===== src/hdl/dbc_pkg.sv =====
// dbc_pkg: shared types and constants of the directory block checker
// no dependencies
`timescale 1ns / 1ps
`default_nettype none

package dbc_pkg;

  localparam logic [15:0] TAIL_BYTES     = 16'd12;
  localparam logic [15:0] HDR_BYTES      = 16'd8;
  localparam logic [15:0] MIN_TAIL_BLOCK = 16'd20;
  localparam logic [7:0]  TAIL_TYPE      = 8'hDE;
  localparam logic [7:0]  DOT_CHAR       = 8'h2E;
  localparam logic [15:0] BLOCK_SIZE_RST = 16'd4096;

  localparam logic CFG_BLOCK_SIZE   = 1'b0;
  localparam logic CFG_TAIL_PRESENT = 1'b1;

  typedef enum logic [2:0] {
    FAULT_NONE    = 3'd0,
    FAULT_SMALL   = 3'd1,
    FAULT_REC_LEN = 3'd2,
    FAULT_NAME    = 3'd3,
    FAULT_TAIL    = 3'd4
  } fault_e;

  typedef struct packed {
    logic [15:0] blk_len;
    logic        tail_present;
    logic        too_small;
    logic [15:0] usable;
  } cfg_t;

  typedef struct packed {
    logic       block_ok;
    logic [2:0] fault_kind;
    logic       only_dot_entries;
  } res_t;

endpackage

`default_nettype wire


===== src/hdl/dbc_walker.sv =====
// dbc_walker: per-byte record walk, dot-name check and tail check
// depends on dbc_pkg
`timescale 1ns / 1ps
`default_nettype none

module dbc_walker
  import dbc_pkg::*;
(
  input  wire logic       clk_i,
  input  wire logic       rst_ni,
  input  wire cfg_t       cfg_i,
  input  wire logic       clear_i,
  input  wire logic       step_i,
  input  wire logic [7:0] byte_i,
  output logic            last_o,
  output res_t            res_o
);

  logic [15:0] pos_q;
  logic [15:0] rs_q, rs_d;
  logic [15:0] next_q, next_d;
  logic [7:0]  len_lo_q, len_lo_d;
  logic        inode_q, inode_d;
  logic [1:0]  nl_q, nl_d;
  logic [16:0] ncp_q, ncp_d;
  fault_e      fault_q, fault_d;
  logic        snd_q, snd_d;

  logic [16:0] pos17, use17, rs_hdr, rs_len, rs_name;
  logic [15:0] rel_full, len_full, tail_base, t_full;
  logic [2:0]  rel;
  logic [3:0]  t;
  logic        in_hdr, in_tail, bad;
  fault_e      kind;

  always_comb begin
    pos17     = {1'b0, pos_q};
    use17     = {1'b0, cfg_i.usable};
    rel_full  = pos_q - rs_q;
    rel       = rel_full[2:0];
    len_full  = {byte_i, len_lo_q};
    rs_hdr    = {1'b0, rs_q} + {1'b0, HDR_BYTES};
    rs_len    = {1'b0, rs_q} + {1'b0, len_full};
    rs_name   = rs_hdr + {9'd0, byte_i};
    tail_base = cfg_i.blk_len - TAIL_BYTES;
    t_full    = pos_q - tail_base;
    t         = t_full[3:0];
    in_hdr    = (fault_q == FAULT_NONE) && (rs_q < cfg_i.usable) &&
                (pos_q >= rs_q) && (rel_full < HDR_BYTES);
    in_tail   = cfg_i.tail_present && !cfg_i.too_small && (pos_q >= tail_base);
    last_o    = (pos17 + 17'd1) >= {1'b0, cfg_i.blk_len};

    rs_d     = rs_q;
    next_d   = next_q;
    len_lo_d = len_lo_q;
    inode_d  = inode_q;
    nl_d     = nl_q;
    ncp_d    = ncp_q;
    fault_d  = fault_q;
    snd_d    = snd_q;

    // pending dot-name byte
    if ((nl_q != 2'd0) && (pos17 == ncp_q)) begin
      if (byte_i != DOT_CHAR) begin
        snd_d = 1'b1;
        nl_d  = 2'd0;
      end else if (nl_q == 2'd2) begin
        nl_d  = 2'd1;
        ncp_d = ncp_q + 17'd1;
      end else begin
        nl_d = 2'd0;
      end
    end

    // record header walk
    if (in_hdr) begin
      case (rel)
        3'd0: begin
          if (rs_hdr > use17) fault_d = FAULT_REC_LEN;
          inode_d = (byte_i != 8'd0);
        end
        3'd1, 3'd2, 3'd3: begin
          if (byte_i != 8'd0) inode_d = 1'b1;
        end
        3'd4: len_lo_d = byte_i;
        3'd5: begin
          if ((len_full < HDR_BYTES) || (len_full[1:0] != 2'd0) || (rs_len > use17)) begin
            fault_d = FAULT_REC_LEN;
          end else begin
            next_d = rs_len[15:0];
          end
        end
        3'd6: begin
          if (inode_q && (rs_name > use17)) begin
            fault_d = FAULT_NAME;
          end else begin
            if (inode_q) begin
              if ((byte_i == 8'd1) || (byte_i == 8'd2)) begin
                nl_d  = byte_i[1:0];
                ncp_d = rs_hdr;
              end else begin
                snd_d = 1'b1;
              end
            end
            rs_d = next_q;
          end
        end
        default: ;
      endcase
    end

    // tail header
    bad = 1'b0;
    if (in_tail) begin
      case (t)
        4'd0, 4'd1, 4'd2, 4'd3: bad = (byte_i != 8'd0);
        4'd4:                   bad = (byte_i != TAIL_BYTES[7:0]);
        4'd5, 4'd6:             bad = (byte_i != 8'd0);
        4'd7:                   bad = (byte_i != TAIL_TYPE);
        default:                bad = 1'b0;
      endcase
    end
    if (bad && (fault_d == FAULT_NONE)) fault_d = FAULT_TAIL;

    kind                   = cfg_i.too_small ? FAULT_SMALL : fault_d;
    res_o.block_ok         = (kind == FAULT_NONE);
    res_o.fault_kind       = kind;
    res_o.only_dot_entries = (kind == FAULT_NONE) && !snd_d;
  end

  always_ff @(posedge clk_i or negedge rst_ni) begin
    if (!rst_ni) begin
      pos_q    <= 16'd0;
      rs_q     <= 16'd0;
      next_q   <= 16'd0;
      len_lo_q <= 8'd0;
      inode_q  <= 1'b0;
      nl_q     <= 2'd0;
      ncp_q    <= 17'd0;
      fault_q  <= FAULT_NONE;
      snd_q    <= 1'b0;
    end else if (clear_i || (step_i && last_o)) begin
      pos_q    <= 16'd0;
      rs_q     <= 16'd0;
      next_q   <= 16'd0;
      len_lo_q <= 8'd0;
      inode_q  <= 1'b0;
      nl_q     <= 2'd0;
      ncp_q    <= 17'd0;
      fault_q  <= FAULT_NONE;
      snd_q    <= 1'b0;
    end else if (step_i) begin
      pos_q    <= pos_q + 16'd1;
      rs_q     <= rs_d;
      next_q   <= next_d;
      len_lo_q <= len_lo_d;
      inode_q  <= inode_d;
      nl_q     <= nl_d;
      ncp_q    <= ncp_d;
      fault_q  <= fault_d;
      snd_q    <= snd_d;
    end
  end

endmodule

`default_nettype wire


===== config.mk =====
export PLATFORM = sky130hd
export DESIGN_NAME = dbc_walker
export DESIGN_NICKNAME = d
export VERILOG_FILES = /design/src/hdl/dbc_pkg.sv /design/src/hdl/dbc_walker.sv
export SDC_FILE = /design/constraint.sdc
export NUM_CORES = 1
export LEC_CHECK = 0
export ABC_AREA = 0
export BUFFER_PORTS_ARGS = -buffer_cell sky130_fd_sc_hd__buf_2
export CORE_ASPECT_RATIO = 1.5
export CORE_MARGIN = 1
export CORE_UTILIZATION = 35
export CTS_CLUSTER_SIZE = 30
export DETAILED_ROUTE_END_ITERATION = 8
export GPL_ROUTABILITY_DRIVEN = 0
export GPL_TIMING_DRIVEN = 0
export MAX_ROUTING_LAYER = met4
export PLACE_DENSITY = 0.57
export SLEW_MARGIN = 25
export SYNTH_ARGS = -nofsm -noshare
export SYNTH_HDL_FRONTEND = slang
export SYNTH_SLANG_ARGS = --single-unit

===== constraint.sdc =====
create_clock -name clk_i -period 5.09 [get_ports clk_i]
set_input_delay 0.2545 -clock clk_i [delete_from_list [all_inputs] [get_ports clk_i]]
set_output_delay 0.2545 -clock clk_i [all_outputs]
set_load 0.005 [all_outputs]

### After elaboration in Yosys (flattened, before gate mapping)

Index checks and enable logic that the tools add are counted.

* bits of input ports: 46
* register bits after elaboration: 80
* output and inout bits: 6
* word-level logic and storage cells: 147

* eq/ne operators: 23
* order comparisons: 9
* reduce and logical (&&, ||, !) cells: 36
* multiplexer cells: 61
* add/sub/neg operators: 9

Operators by type and width (count)
* 2-to-1 mux 16 bit: 12
* 2-to-1 mux 17 bit: 10
* > comparator 17 x 16 -> 1 bit: 3
* greater-or-equal comparator 16 bit: 2
* < comparator 16 x 4 -> 1 bit, second input constant: 2
* 2-to-1 mux 8 bit: 4
* 2-to-1 mux 3 bit: 8
* adder 16 x 1 -> 17 bit, second input constant: 1
* adder 16 x 16 -> 17 bit: 1
* adder 16 x 4 -> 17 bit, second input constant: 1
* adder 17 x 1 -> 17 bit, second input constant: 1
* adder 17 x 8 -> 17 bit: 1
* equality test 16 x 17 -> 1 bit: 1
* greater-or-equal comparator 17 x 16 -> 1 bit: 1
* adder 16 x 1 -> 16 bit, second input constant: 1
* equality test 4 x 3 -> 1 bit, second input constant: 4
* < comparator 16 bit: 1
* 2-to-1 mux 1 bit: 16
* 2-to-1 mux 2 bit: 8
* subtractor 16 bit: 1
* subtractor 16 x 4 -> 16 bit, second input constant: 1
* nonzero test 2 bit: 7
* zero test 3 bit: 4
* AND reduction 4 bit: 3
* 26 further kinds: 44

### Depth between registers and ports, before layout

Gate-level depths: netlist of run 1.

* depth after elaboration: 13
* mapped depth: 22
* depth with buffers taken out: 21

### Least setup slack after synthesis of run 1

Ideal clock, no wire load.

* kind: register to register
* start point: reg rs_q[0]
* end point: reg next_q[13]
* path buffers: 1
* required time: 5.025 ns
* path slack: 0.374 ns
* period minus slack after synthesis: 4.716 ns
* arrival: 4.650 ns
* cell stages (with the launch flop): 23
* library setup time: 0.065 ns
* cell sequence: dfrtp_1 -> ha_1 -> inv_1 -> fa_1 -> nor2b_1 -> o31a_1 -> o41ai_1 -> o21ai_0 -> o311a_1 -> o21a_1 -> nor2_1 -> xnor2_1 -> ha_1 -> a21o_1 -> a21oi_1 -> o221ai_1 -> a2111oi_0 -> o21ai_0 -> a41o_1 -> nor2_1 -> nor4b_2 -> buf_2 -> a22o_1

* cells in the longest elaborated chain, start to end: 6
* elaborated cells on any way between the ends: 20
* those cells by class: 2 x add/sub; 4 x order compare; 2 x eq/ne; 5 x mux; 7 x reduce/logical

RTL lines
* start, declared: RTL line dbc_walker.sv:20 `logic [15:0] rs_q, rs_d;`
* start signal, assigned: RTL line dbc_walker.sv:154 `rs_q <= rs_d;`
* parallel branches: the longest is 6 deep, another holds adder 16 x 16 -> 17 bit
* end signal, assigned: RTL line dbc_walker.sv:155 `next_q <= next_d;`
* end, declared: RTL line dbc_walker.sv:21 `logic [15:0] next_q, next_d;`

Parallel ways; which one is timed is not known. The select of a mux whose other input is x is not followed.
A chain may end at the register's enable or synchronous reset.

==> results of run 1 <==
==> sequential cells by signal (all words and copies together) (netlist names) <==
| signal | count |
|---|---|
| next_q | 16 |
| ncp_q | 17 |
| inode_q | 1 |
| len_lo_q | 8 |
| pos_q | 16 |
| nl_q | 2 |
| fault_q | 3 |
| rs_q | 16 |
| snd_q | 1 |
==> metal layers <==
metal	routed length, um	track usage
met1	12500	0.259
met2	15900	0.422
met3	904	0.0242
met4	2340	0.174
met5	0	-
==> per-stage QoR <==
stage	cells	setup TNS [ns]	power [mW]	hold slack [ns]
after floorplan	1090	0	0.857	-0.0411
after global placement	1474	-56.76	0.977	0.489
after detailed placement	1475	-57.02	0.984	0.159
after CTS	1520	-0.764	1.79	0.274
after global routing	1530	-1.80	1.88	0.298
final	1530	-0.608	1.80	0.269
==> power by group through the flow <==
stage,Combinational [mW],Clock [mW],Sequential (mW)
2_1_floorplan,0.201,0,0.656
3_3_place_gp,0.319,0,0.658
3_5_place_dp,0.326,0,0.658
4_1_cts,0.355,0.793,0.646
5_1_grt,0.411,0.819,0.647
6_report,0.374,0.781,0.646
==> layout by cell type (no fill, tap or decap), types with 25 or more instances in the layout <==
cell type,Yosys,routed
o21a_1,25,25
o21ai_0,44,39
dfrtp_1,80,74
nand4_1,25,25
a21oi_1,56,52
xnor2_1,57,47
nand3_1,35,32
a22o_1,41,41
a21o_1,29,29
mux2i_1,36,36
buf_2,3,51
nand2_1,45,42
buf_4,0,37
nor2_1,93,89
inv_1,93,91
ha_1,139,125
==> cell type report <==
type	count	area share
inverter	93	0.0314
timing repair buffer	91	0.0529
buffer	32	0.0131
multi-input combinational	885	0.655
clock inverter	5	0.00929
clock buffer	11	0.0217
sequential	80	0.180
tap	333	0.0373
==> timing repair <==
item / 4_1_cts / 5_1_grt
setup buffers: 28 / 10
gates resized for setup: 72 / 43
endpoints found under the hold margin: 30 / 0
endpoints found under the setup margin: 75 / 59
hold buffers: 1 / 0
pin swaps: 23 / 35
==> worst reg2reg max path, stage by stage (launching register included) <==
cell and delay (ns):
dfrtp_1 0.41, buf_4 0.24, and3_4 0.27, xnor2_4 0.12, ha_4 0.35, nand2_4 0.07
o21a_1 0.22, o31ai_4 0.09, o2111a_2 0.28, nand2_2 0.07, xnor2_2 0.22, ha_4 0.24
a2111oi_4 0.29, o21ai_1 0.13, a211o_1 0.27, a221o_1 0.42, nor2_1 0.22, nand4_2 0.21
buf_6 0.22, mux2_4 0.29, a221o_1 0.32
==> Yosys cell counts, types with 29 or more instances <==
cell,count
inv_1,93
a21oi_1,56
a22o_1,41
o21ai_0,44
nand2_1,45
ha_1,139
nand3_1,35
nor2_1,93
dfrtp_1,80
xnor2_1,57
mux2i_1,36
a21o_1,29
==> worst max path at each step <==
stage / start / to / depth (start not counted)
after floorplan: rs_q[0] / next_q[13] / 22
after global placement: rs_q[1] / next_q[8] / 21
after detailed placement: rs_q[1] / next_q[9] / 21
after CTS: rs_q[0] / res_o[0] / 22
after global routing: rs_q[6] / res_o[4] / 20
final: rs_q[5] / res_o[0] / 20
==> logic make-up (layout without fill, tap and decap cells) <==
group | Yosys count | in the layout | synth area share
compound gates | 306 | 306 | 0.237
fa+ha+maj | 143 | 143 | 0.198
mux | 38 | 38 | 0.0420
flops | 80 | 80 | 0.217
xor+xnor | 83 | 83 | 0.0789
simple gates | 315 | 315 | 0.175
buf+inv | 125 | 232 | 0.0522
==> run_results.csv, run 1 <==
group,metric,value,unit
power,p_int,1.28,mW
cells_and_area,fillers,2550,
cells_and_area,layout-drive-gt1-share,0.180,
global_routing,grt_pass1_wl,48.7,mm
power,p_leak,5.57,nW
timing,finClkSkew,0.0162,ns
timing,relSlewSlack,0.477,
cells_and_area,area_growth,21.4,%
worst_setup_path,critPathKind,"reg -> out",
routing,drt_wl_total,31.6,mm
clock_network,cts.sinks,80,
timing,rsz0062_at_grt,"yes",
routing,wl_per_cell,20.7,um
job,cap_violations,0,
routing,drc,0,
worst_setup_path,cp_top_family,"compound AO/OA/AOI/OAI gates",
cells_and_area,multi_input_area,0.00732,mm2
worst_setup_path,slowest_delay,0.42,ns
routing,drt-initial-drc-count,387,
power,pwr-share-clk,0.434,
global_routing,antenna_found_initial,0,
worst_setup_path,crit_fanout,8,
cells_and_area,num_antenna_cells,0,
cells_and_area,seq_area,0.00201,mm2
yosys,yosysWarnings,0,
power,vdd_drop_max,0.141,mV
timing,hold_viol,0,
power,p_per_area,161,mW/mm2
worst_setup_path,cpMostUsedCell,"ha_4",
run_status,status,"finished, violations left",
power,p_seq_frac,0.359,
floorplanning,fp.dieW,134,um
timing,max_freq,189,MHz
clock_network,cts_tree,"yes",
yosys,syn-mean-instance-area,8.45,um2
worst_setup_path,reg2regPathDepth,20,
yosys,synthArstFlopShare,1.00,
yosys,yosysUniqueCellTypes,70,
worst_setup_path,start_kind,"register",
hold_path,whs_endpoint,"len_lo_q[4]",
timing,final.min_clock_period,5.30,ns
timing,fin_crit_sh,1.04,
cells_and_area,fin_util,0.432,
hold_path,min_path_type,"in -> reg",
timing,worst-slew-pin-transition,0.781,ns
floorplanning,rows,72,
floorplanning,boundaryPins,52,
yosys,synth_top_area_share,0.217,
routing,avgViaCountPerCell,5.81,
place,pre_cts_slack,-1.14,ns
power,netSwitchingFraction,0.290,
worst_setup_path,reg2reg_to,"ncp_q[7]",
global_routing,grt_max_degree,51,
place,dp_hpwl,24.8,mm
routing,final_antenna_net_count,0,
run_status,failed_checks,"negative setup slack",
routing,vias,8890,
hold_path,hold_depth,3,
clock_network,h-tree-depth,3,
worst_setup_path,cp.arrival,5.04,ns
worst_setup_path,end_kind,"primary output",
yosys,synthesis.instances,1090,
yosys,synth_flop_cell,"dfrtp_1",
global_routing,overflow,0,
worst_setup_path,crit_chain,"buf_4 -> and3_4 -> xnor2_4 -> ha_4 -> nand2_4 -> o21a_1 -> o31ai_4 -> o2111a_2 -> nand2_2 -> xnor2_2 -> ha_4 -> a2111oi_4 -> o21ai_1 -> a211o_1 -> a221o_1 -> nor2b_4 -> nor4_4 -> a211oi_4 -> nor4_1 -> buf_2",
yosys,synth.largest_area_cell,"dfrtp_1",
power,pwr-share-comb,0.207,
clock_network,cts_root_buf,"clkbuf_16",
worst_setup_path,critPathSlowestCell,"a221o_1",
clock_network,numCtsBuffers,9,
floorplanning,initial_core_util,0.356,
clock_network,cts_buffer_depth,2,
floorplanning,fp.dieH,201,um
clock_network,clock_latency,0.36,ns
worst_setup_path,worstReg2RegStart,"rs_q[5]",
floorplanning,design.core.area,0.0259,mm2
worst_setup_path,required,4.84,ns
timing,worst_slack,-0.209,ns
yosys,yosys-top-cells-area,"dfrtp_1 (22%), ha_1 (19%), xnor2_1 (5.4%)",
place,io_buffers,51,
place,place_area,0.00992,mm2
timing,setup_viol,4,
cells_and_area,nets,1381,
global_routing,track_usage,0.245,
cells_and_area,design_area,0.0112,mm2
floorplanning,die-area,0.0270,mm2
clock_network,clkTransAtPathRegs,0.07,ns
yosys,syn_area,0.00921,mm2
yosys,syn_nets,1279,
routing,detailedRoute.firstPassIterationCount,5,
yosys,seq_area_frac_synth,0.217,
timing,report.final.slew_viol_count,0,
global_routing,first_global_vias,8963,
worst_setup_path,worst-r2r-setup-slack,0.05,ns
hold_path,min_from,"byte_i[4]",
power,switching_power,0.522,mW
worst_setup_path,cp_num_buf_inv,2,
yosys,synth-seq-cells,80,
yosys,synth_edf_count,0,
Note: power is estimated with default switching activity, not from simulation.
==> run 2, diff against run 1 <==
- SETUP_SLACK_MARGIN: default -> 0.15
==> run_results.csv, run 2 (synthesis gave the netlist of run 1 again) <==
group,metric,value,unit
cells_and_area,largest_register,"ncp_q",
worst_setup_path,crit_fanout,5,
cells_and_area,final_common_cell,"ha_1",
global_routing,track_usage,0.244,
global_routing,antenna_found_initial,0,
routing,vias,8929,
cells_and_area,multi_input_area,0.00731,mm2
global_routing,overflow,0,
timing,setup_viol,4,
hold_path,hold_depth,3,
routing,drc,0,
cells_and_area,seq_area,0.00201,mm2
worst_setup_path,required,4.84,ns
floorplanning,die-area,0.0270,mm2
timing,max_freq,188,MHz
routing,wl_per_cell,20.6,um
power,pwr-share-clk,0.431,
cells_and_area,fillers,2529,
floorplanning,initial_core_util,0.356,
global_routing,grt_pass1_wl,48.7,mm
timing,report.final.slew_viol_count,0,
timing,worst-slew-pin-transition,0.796,ns
routing,final_antenna_net_count,0,
worst_setup_path,critPathKind,"reg -> out",
timing,final.min_clock_period,5.33,ns
worst_setup_path,reg2regPathDepth,22,
job,cap_violations,0,
clock_network,h-tree-depth,3,
clock_network,clkTransAtPathRegs,0.06,ns
global_routing,top_usage_layer,"met2",
worst_setup_path,cp_top_family,"compound AO/OA/AOI/OAI gates",
worst_setup_path,cpMostUsedCell,"a21o_1",
cells_and_area,nets,1396,
place,dp_hpwl,24.8,mm
worst_setup_path,cp_num_buf_inv,2,
power,netSwitchingFraction,0.290,
global_routing,use_met3,0.0240,
power,p_int,1.28,mW
worst_setup_path,reg2reg_to,"ncp_q[7]",
power,vdd_drop_max,0.137,mV
global_routing,first_global_vias,8930,
place,io_buffers,51,
routing,drt_wl_total,31.8,mm
clock_network,clock_latency,0.36,ns
run_status,failed_checks,"negative setup slack",
cells_and_area,num_antenna_cells,0,
power,pwr-share-comb,0.209,
routing,avgViaCountPerCell,5.78,
clock_network,cts_root_buf,"clkbuf_16",
power,p_leak,5.61,nW
worst_setup_path,end_kind,"primary output",
power,p_seq_frac,0.360,
worst_setup_path,crit_chain,"buf_4 -> ha_1 -> a21o_1 -> a21oi_2 -> o21bai_1 -> a21o_1 -> a21o_1 -> a31oi_4 -> nor4_2 -> and2_1 -> xnor2_1 -> ha_2 -> a2111oi_4 -> o21ai_1 -> a211o_1 -> a221o_1 -> nor2b_4 -> nor4_4 -> a211oi_4 -> nor4_1 -> buf_2",
worst_setup_path,critPathSlowestCell,"dfrtp_2",
cells_and_area,layout-drive-gt1-share,0.191,
timing,fin_crit_sh,1.05,
cells_and_area,area_growth,23.4,%
cells_and_area,largest_reg_flops,17,
floorplanning,rows,72,
worst_setup_path,start_kind,"register",
floorplanning,boundaryPins,52,
power,p_per_area,158,mW/mm2
global_routing,met1_usage,0.260,
worst_setup_path,cp.arrival,5.07,ns
timing,hold_viol,0,
hold_path,min_path_type,"in -> reg",
clock_network,cts_tree,"yes",
timing,worst_slack,-0.236,ns
floorplanning,fp.dieW,134,um
floorplanning,design.core.area,0.0259,mm2
global_routing,grt_max_degree,51,
worst_setup_path,slowest_delay,0.46,ns
timing,timing.hold.ws,0.271,ns
run_status,status,"finished, violations left",
power,switching_power,0.522,mW
cells_and_area,layout_common_cells,"ha_1 (127), inv_1 (91), nor2_1 (88), dfrtp_1 (72), buf_2 (52)",
cells_and_area,instances_no_fill,1545,
routing,detailedRoute.firstPassIterationCount,7,
place,place_inst,1475,
timing,rsz0062_at_grt,"yes",
hold_path,min_from,"byte_i[4]",
timing,relSlewSlack,0.467,
global_routing,met2_usage,0.425,
clock_network,cts_buffer_depth,2,
timing,finClkSkew,0.0147,ns
clock_network,cts.sinks,80,
routing,drt-initial-drc-count,375,
timing,finalSetupTns,-0.636,ns
worst_setup_path,worstReg2RegStart,"rs_q[1]",
floorplanning,fp.dieH,201,um
worst_setup_path,worst-r2r-setup-slack,0.08,ns
hold_path,whs_endpoint,"len_lo_q[4]",
clock_network,numCtsBuffers,9,
[run 2: cell types whose count changed in the layout (fill, tap and decap cells not counted), sizes merged]
| cell | previous run | this run |
|---|---|---|
| buf | 95 | 115 |
| clkbuf | 38 | 33 |
[run 2: worst max-delay path by stage]
| stage | start | to | depth (start not counted) |
|---|---|---|---|
| after global placement | rs_q[1] | next_q[8] | 21 |
| after global routing | rs_q[0] | res_o[0] | 22 |
| after floorplan | rs_q[0] | next_q[13] | 22 |
| after detailed placement | rs_q[1] | next_q[9] | 21 |
| final | rs_q[1] | res_o[0] | 21 |
| after CTS | rs_q[0] | res_o[0] | 22 |
[run 2: final cells by class]
class                      count  area share
clock buffer                  11      0.0214
tap                          333      0.0367
multi-input combinational    885       0.644
buffer                        32      0.0165
clock inverter                 5     0.00914
timing repair buffer         106      0.0640
inverter                      93      0.0314
sequential                    80       0.177
[run 2: worst reg2reg max path: stages, from the launching register on]
cell,delay (ns)
dfrtp_2,0.46
buf_4,0.17
ha_1,0.27
a21o_1,0.19
a21oi_2,0.15
o21bai_1,0.09
a21o_1,0.20
a21o_1,0.20
a31oi_4,0.19
nor4_2,0.08
and2_1,0.18
xnor2_1,0.13
ha_2,0.22
a2111oi_4,0.35
o21ai_1,0.13
a211o_1,0.27
a221o_1,0.42
buf_6,0.15
nor2_4,0.11
nand4_4,0.14
buf_6,0.19
mux2_4,0.29
a221o_1,0.32
[run 2: timing repair]
| item | in CTS | in global routing |
|---|---|---|
| setup endpoints to repair | 75 | 66 |
| hold buffers | 1 | 0 |
| gates cloned | 0 | 1 |
| buffers inserted | 30 | 22 |
| gates resized for setup | 88 | 53 |
| hold endpoints to repair | 30 | 0 |
| pin swaps | 24 | 38 |
[run 2: power groups by stage]
stage	Clock (mW)	Combinational, mW	Sequential, mW
after floorplan	0	0.201	0.656
after global placement	0	0.319	0.658
after detailed placement	0	0.326	0.658
after CTS	0.793	0.358	0.646
after global routing	0.819	0.413	0.648
final	0.776	0.377	0.648
[run 2: metal layers]
layer | up-vias | part of all wire | wire length (um)
met2 | 225 | 0.51 | 16200
met5 | - | 0 | 0
met1 | 4317 | 0.39 | 12500
met3 | 97 | 0.028 | 892
li1 | 4290 | - | -
met4 | 0 | 0.071 | 2270
[run 2: metrics by stage]
| step | utilization | worst slack (ns) | total power [mW] | instance area [um2] |
|---|---|---|---|---|
| 6_report | 0.439 | -0.236 | 1.80 | 11400 |
| 5_1_grt | 0.439 | -0.373 | 1.88 | 11400 |
| 2_1_floorplan | - | 0.374 | 0.857 | 9210 |
| 3_5_place_dp | 0.384 | -1.14 | 0.984 | 9920 |
| 4_1_cts | 0.423 | -0.227 | 1.80 | 10900 |
| 3_3_place_gp | 0.382 | -1.18 | 0.977 | 9880 |
==> run 3, diff against run 2 <==
- CAP_MARGIN: default -> 20
- clock period: 5.09 -> 6.3 ns (I/O delays scaled with it)
==> run_results.csv, run 3 (synthesis gave the netlist of run 1 again) <==
group,metric,value,unit
clock_network,h-tree-depth,3,
clock_network,numCtsBuffers,9,
clock_network,cts_buffer_depth,2,
timing,fin_crit_sh,0.967,
routing,avgViaCountPerCell,5.77,
timing,worst-slew-pin-transition,0.955,ns
place,pre_cts_slack,0.0723,ns
cells_and_area,final_common_cell,"ha_1",
routing,drt-initial-drc-count,396,
routing,vias,8611,
timing,finClkSkew,0.0143,ns
place,place_area,0.00992,mm2
worst_setup_path,start_kind,"register",
worst_setup_path,critPathKind,"reg -> out",
worst_setup_path,required,5.98,ns
worst_setup_path,worstReg2RegStart,"rs_q[0]",
routing,final_antenna_net_count,0,
worst_setup_path,cp.arrival,5.78,ns
floorplanning,boundaryPins,52,
cells_and_area,nets,1344,
floorplanning,rows,72,
worst_setup_path,reg2regPathDepth,22,
worst_setup_path,end_kind,"primary output",
floorplanning,fp.dieH,201,um
timing,worst_slack,0.207,ns
cells_and_area,num_antenna_cells,0,
floorplanning,fp.dieW,134,um
timing,finalSetupTns,0,ns
job,cap_violations,0,
timing,report.final.slew_viol_count,0,
global_routing,grt_pass1_wl,47.0,mm
clock_network,clock_latency,0.36,ns
worst_setup_path,crit_fanout,10,
cells_and_area,largest_reg_flops,17,
routing,wl_per_cell,20.3,um
power,power,1.42,mW
floorplanning,die-area,0.0270,mm2
clock_network,clkTransAtPathRegs,0.07,ns
hold_path,min_path_type,"in -> reg",
timing,hold_viol,0,
worst_setup_path,reg2reg_to,"next_q[9]",
timing,relSlewSlack,0.359,
power,p_leak,5.30,nW
timing,setup_viol,0,
global_routing,grt_max_degree,51,
worst_setup_path,crit_end,"res_o[0]",
timing,rsz0062_at_grt,"no",
place,io_buffers,51,
cells_and_area,largest_register,"ncp_q",
global_routing,track_usage,0.237,
clock_network,cts.sinks,80,
timing,max_freq,164,MHz
worst_setup_path,startpoint,"rs_q[7]",
floorplanning,initial_core_util,0.356,
timing,final.min_clock_period,6.09,ns
global_routing,overflow,0,
run_status,status,"finished, final reports clean",
cells_and_area,area_growth,12.6,%
routing,detailedRoute.firstPassIterationCount,5,
cells_and_area,layout_common_cells,"ha_1 (139), nor2_1 (93), inv_1 (92), dfrtp_1 (77), a21oi_1 (56)",
routing,drt_wl_total,30.3,mm
global_routing,first_global_vias,8683,
place,dp_hpwl,24.8,mm
cells_and_area,fillers,2637,
power,vdd_drop_max,0.112,mV
floorplanning,design.core.area,0.0259,mm2
cells_and_area,layout-drive-gt1-share,0.0966,
cells_and_area,design_area,0.0104,mm2
global_routing,antenna_found_initial,0,
timing,timing.hold.ws,0.336,ns
power,p_per_area,137,mW/mm2
clock_network,cts_root_buf,"clkbuf_16",
worst_setup_path,worst-r2r-setup-slack,0.58,ns
clock_network,cts_tree,"yes",
routing,drc,0,
run 3: changes by cell type in the layout (fill, tap and decap cells not counted), sizes merged:
cell and change:
buf -54, clkinvlp +1, clkbuf +2, inv -1
run 3: per-layer routing:
metal / GRT usage / share of wire
met1: 0.252 / 0.40
met2: 0.400 / 0.49
met3: 0.0258 / 0.028
met4: 0.181 / 0.077
met5: - / 0
run 3: worst max-delay path, cell delays in order, from the launching register on:
cell and delay (ns):
dfrtp_1 0.60, nand4_1 0.42, or2_2 0.46, xnor2_1 0.49, inv_1 0.19, nand2_1 0.13, nor4_1 0.07, and2_1 0.23
xnor2_1 0.13, ha_1 0.22, a2111oi_0 0.48, o21ai_0 0.20, a211o_1 0.29, a221o_1 0.41, nor2b_1 0.18, nor4_1 0.30
a211oi_2 0.14, nor4_1 0.32, buf_2 0.17
run 3: power by group:
part,internal [mW],total (mW),switching (mW)
combinational,0.101,0.269,0.167
clock,0.398,0.628,0.230
sequential,0.517,0.522,0.00540
run 3: worst min path at each step:
| stage | startpoint | slack [ns] | to | depth (start not counted) |
|---|---|---|---|---|
| 4_1_cts | byte_i[7] | 0.33 | len_lo_q[7] | 3 |
| 3_3_place_gp | next_q[12] | 0.49 | next_q[12] | 1 |
| 3_5_place_dp | rst_ni | 0.22 | pos_q[3] | 1 |
| 2_1_floorplan | rst_ni | 0.02 | fault_q[0] | 0 |
| 5_1_grt | byte_i[4] | 0.36 | len_lo_q[4] | 3 |
| 6_report | byte_i[4] | 0.34 | len_lo_q[4] | 3 |
run 3: final cells by class:
class / count / area, um2 / area share
Clock inverter: 5 / 104 / 0.0100
Tap cell: 333 / 417 / 0.0402
Sequential cell: 80 / 2010 / 0.193
Clock buffer: 11 / 243 / 0.0234
Inverter: 93 / 353 / 0.0340
Buffer: 32 / 133 / 0.0128
Timing Repair Buffer: 54 / 307 / 0.0296
Multi-Input combinational cell: 885 / 6810 / 0.657
run 3: stage by stage:
step,instances,util
after floorplan,1090,-
after global placement,1474,0.382
after detailed placement,1475,0.384
after CTS,1492,0.398
after global routing,1493,0.401
final,1493,0.401
run 3: timing repair:
item / 4_1_cts / 5_1_grt
resized for setup: 6 / 11
hold endpoints to repair: 30 / 0
endpoints found under the setup margin: 17 / 14
hold buffers: 1 / 0
buffers inserted: 0 / 1
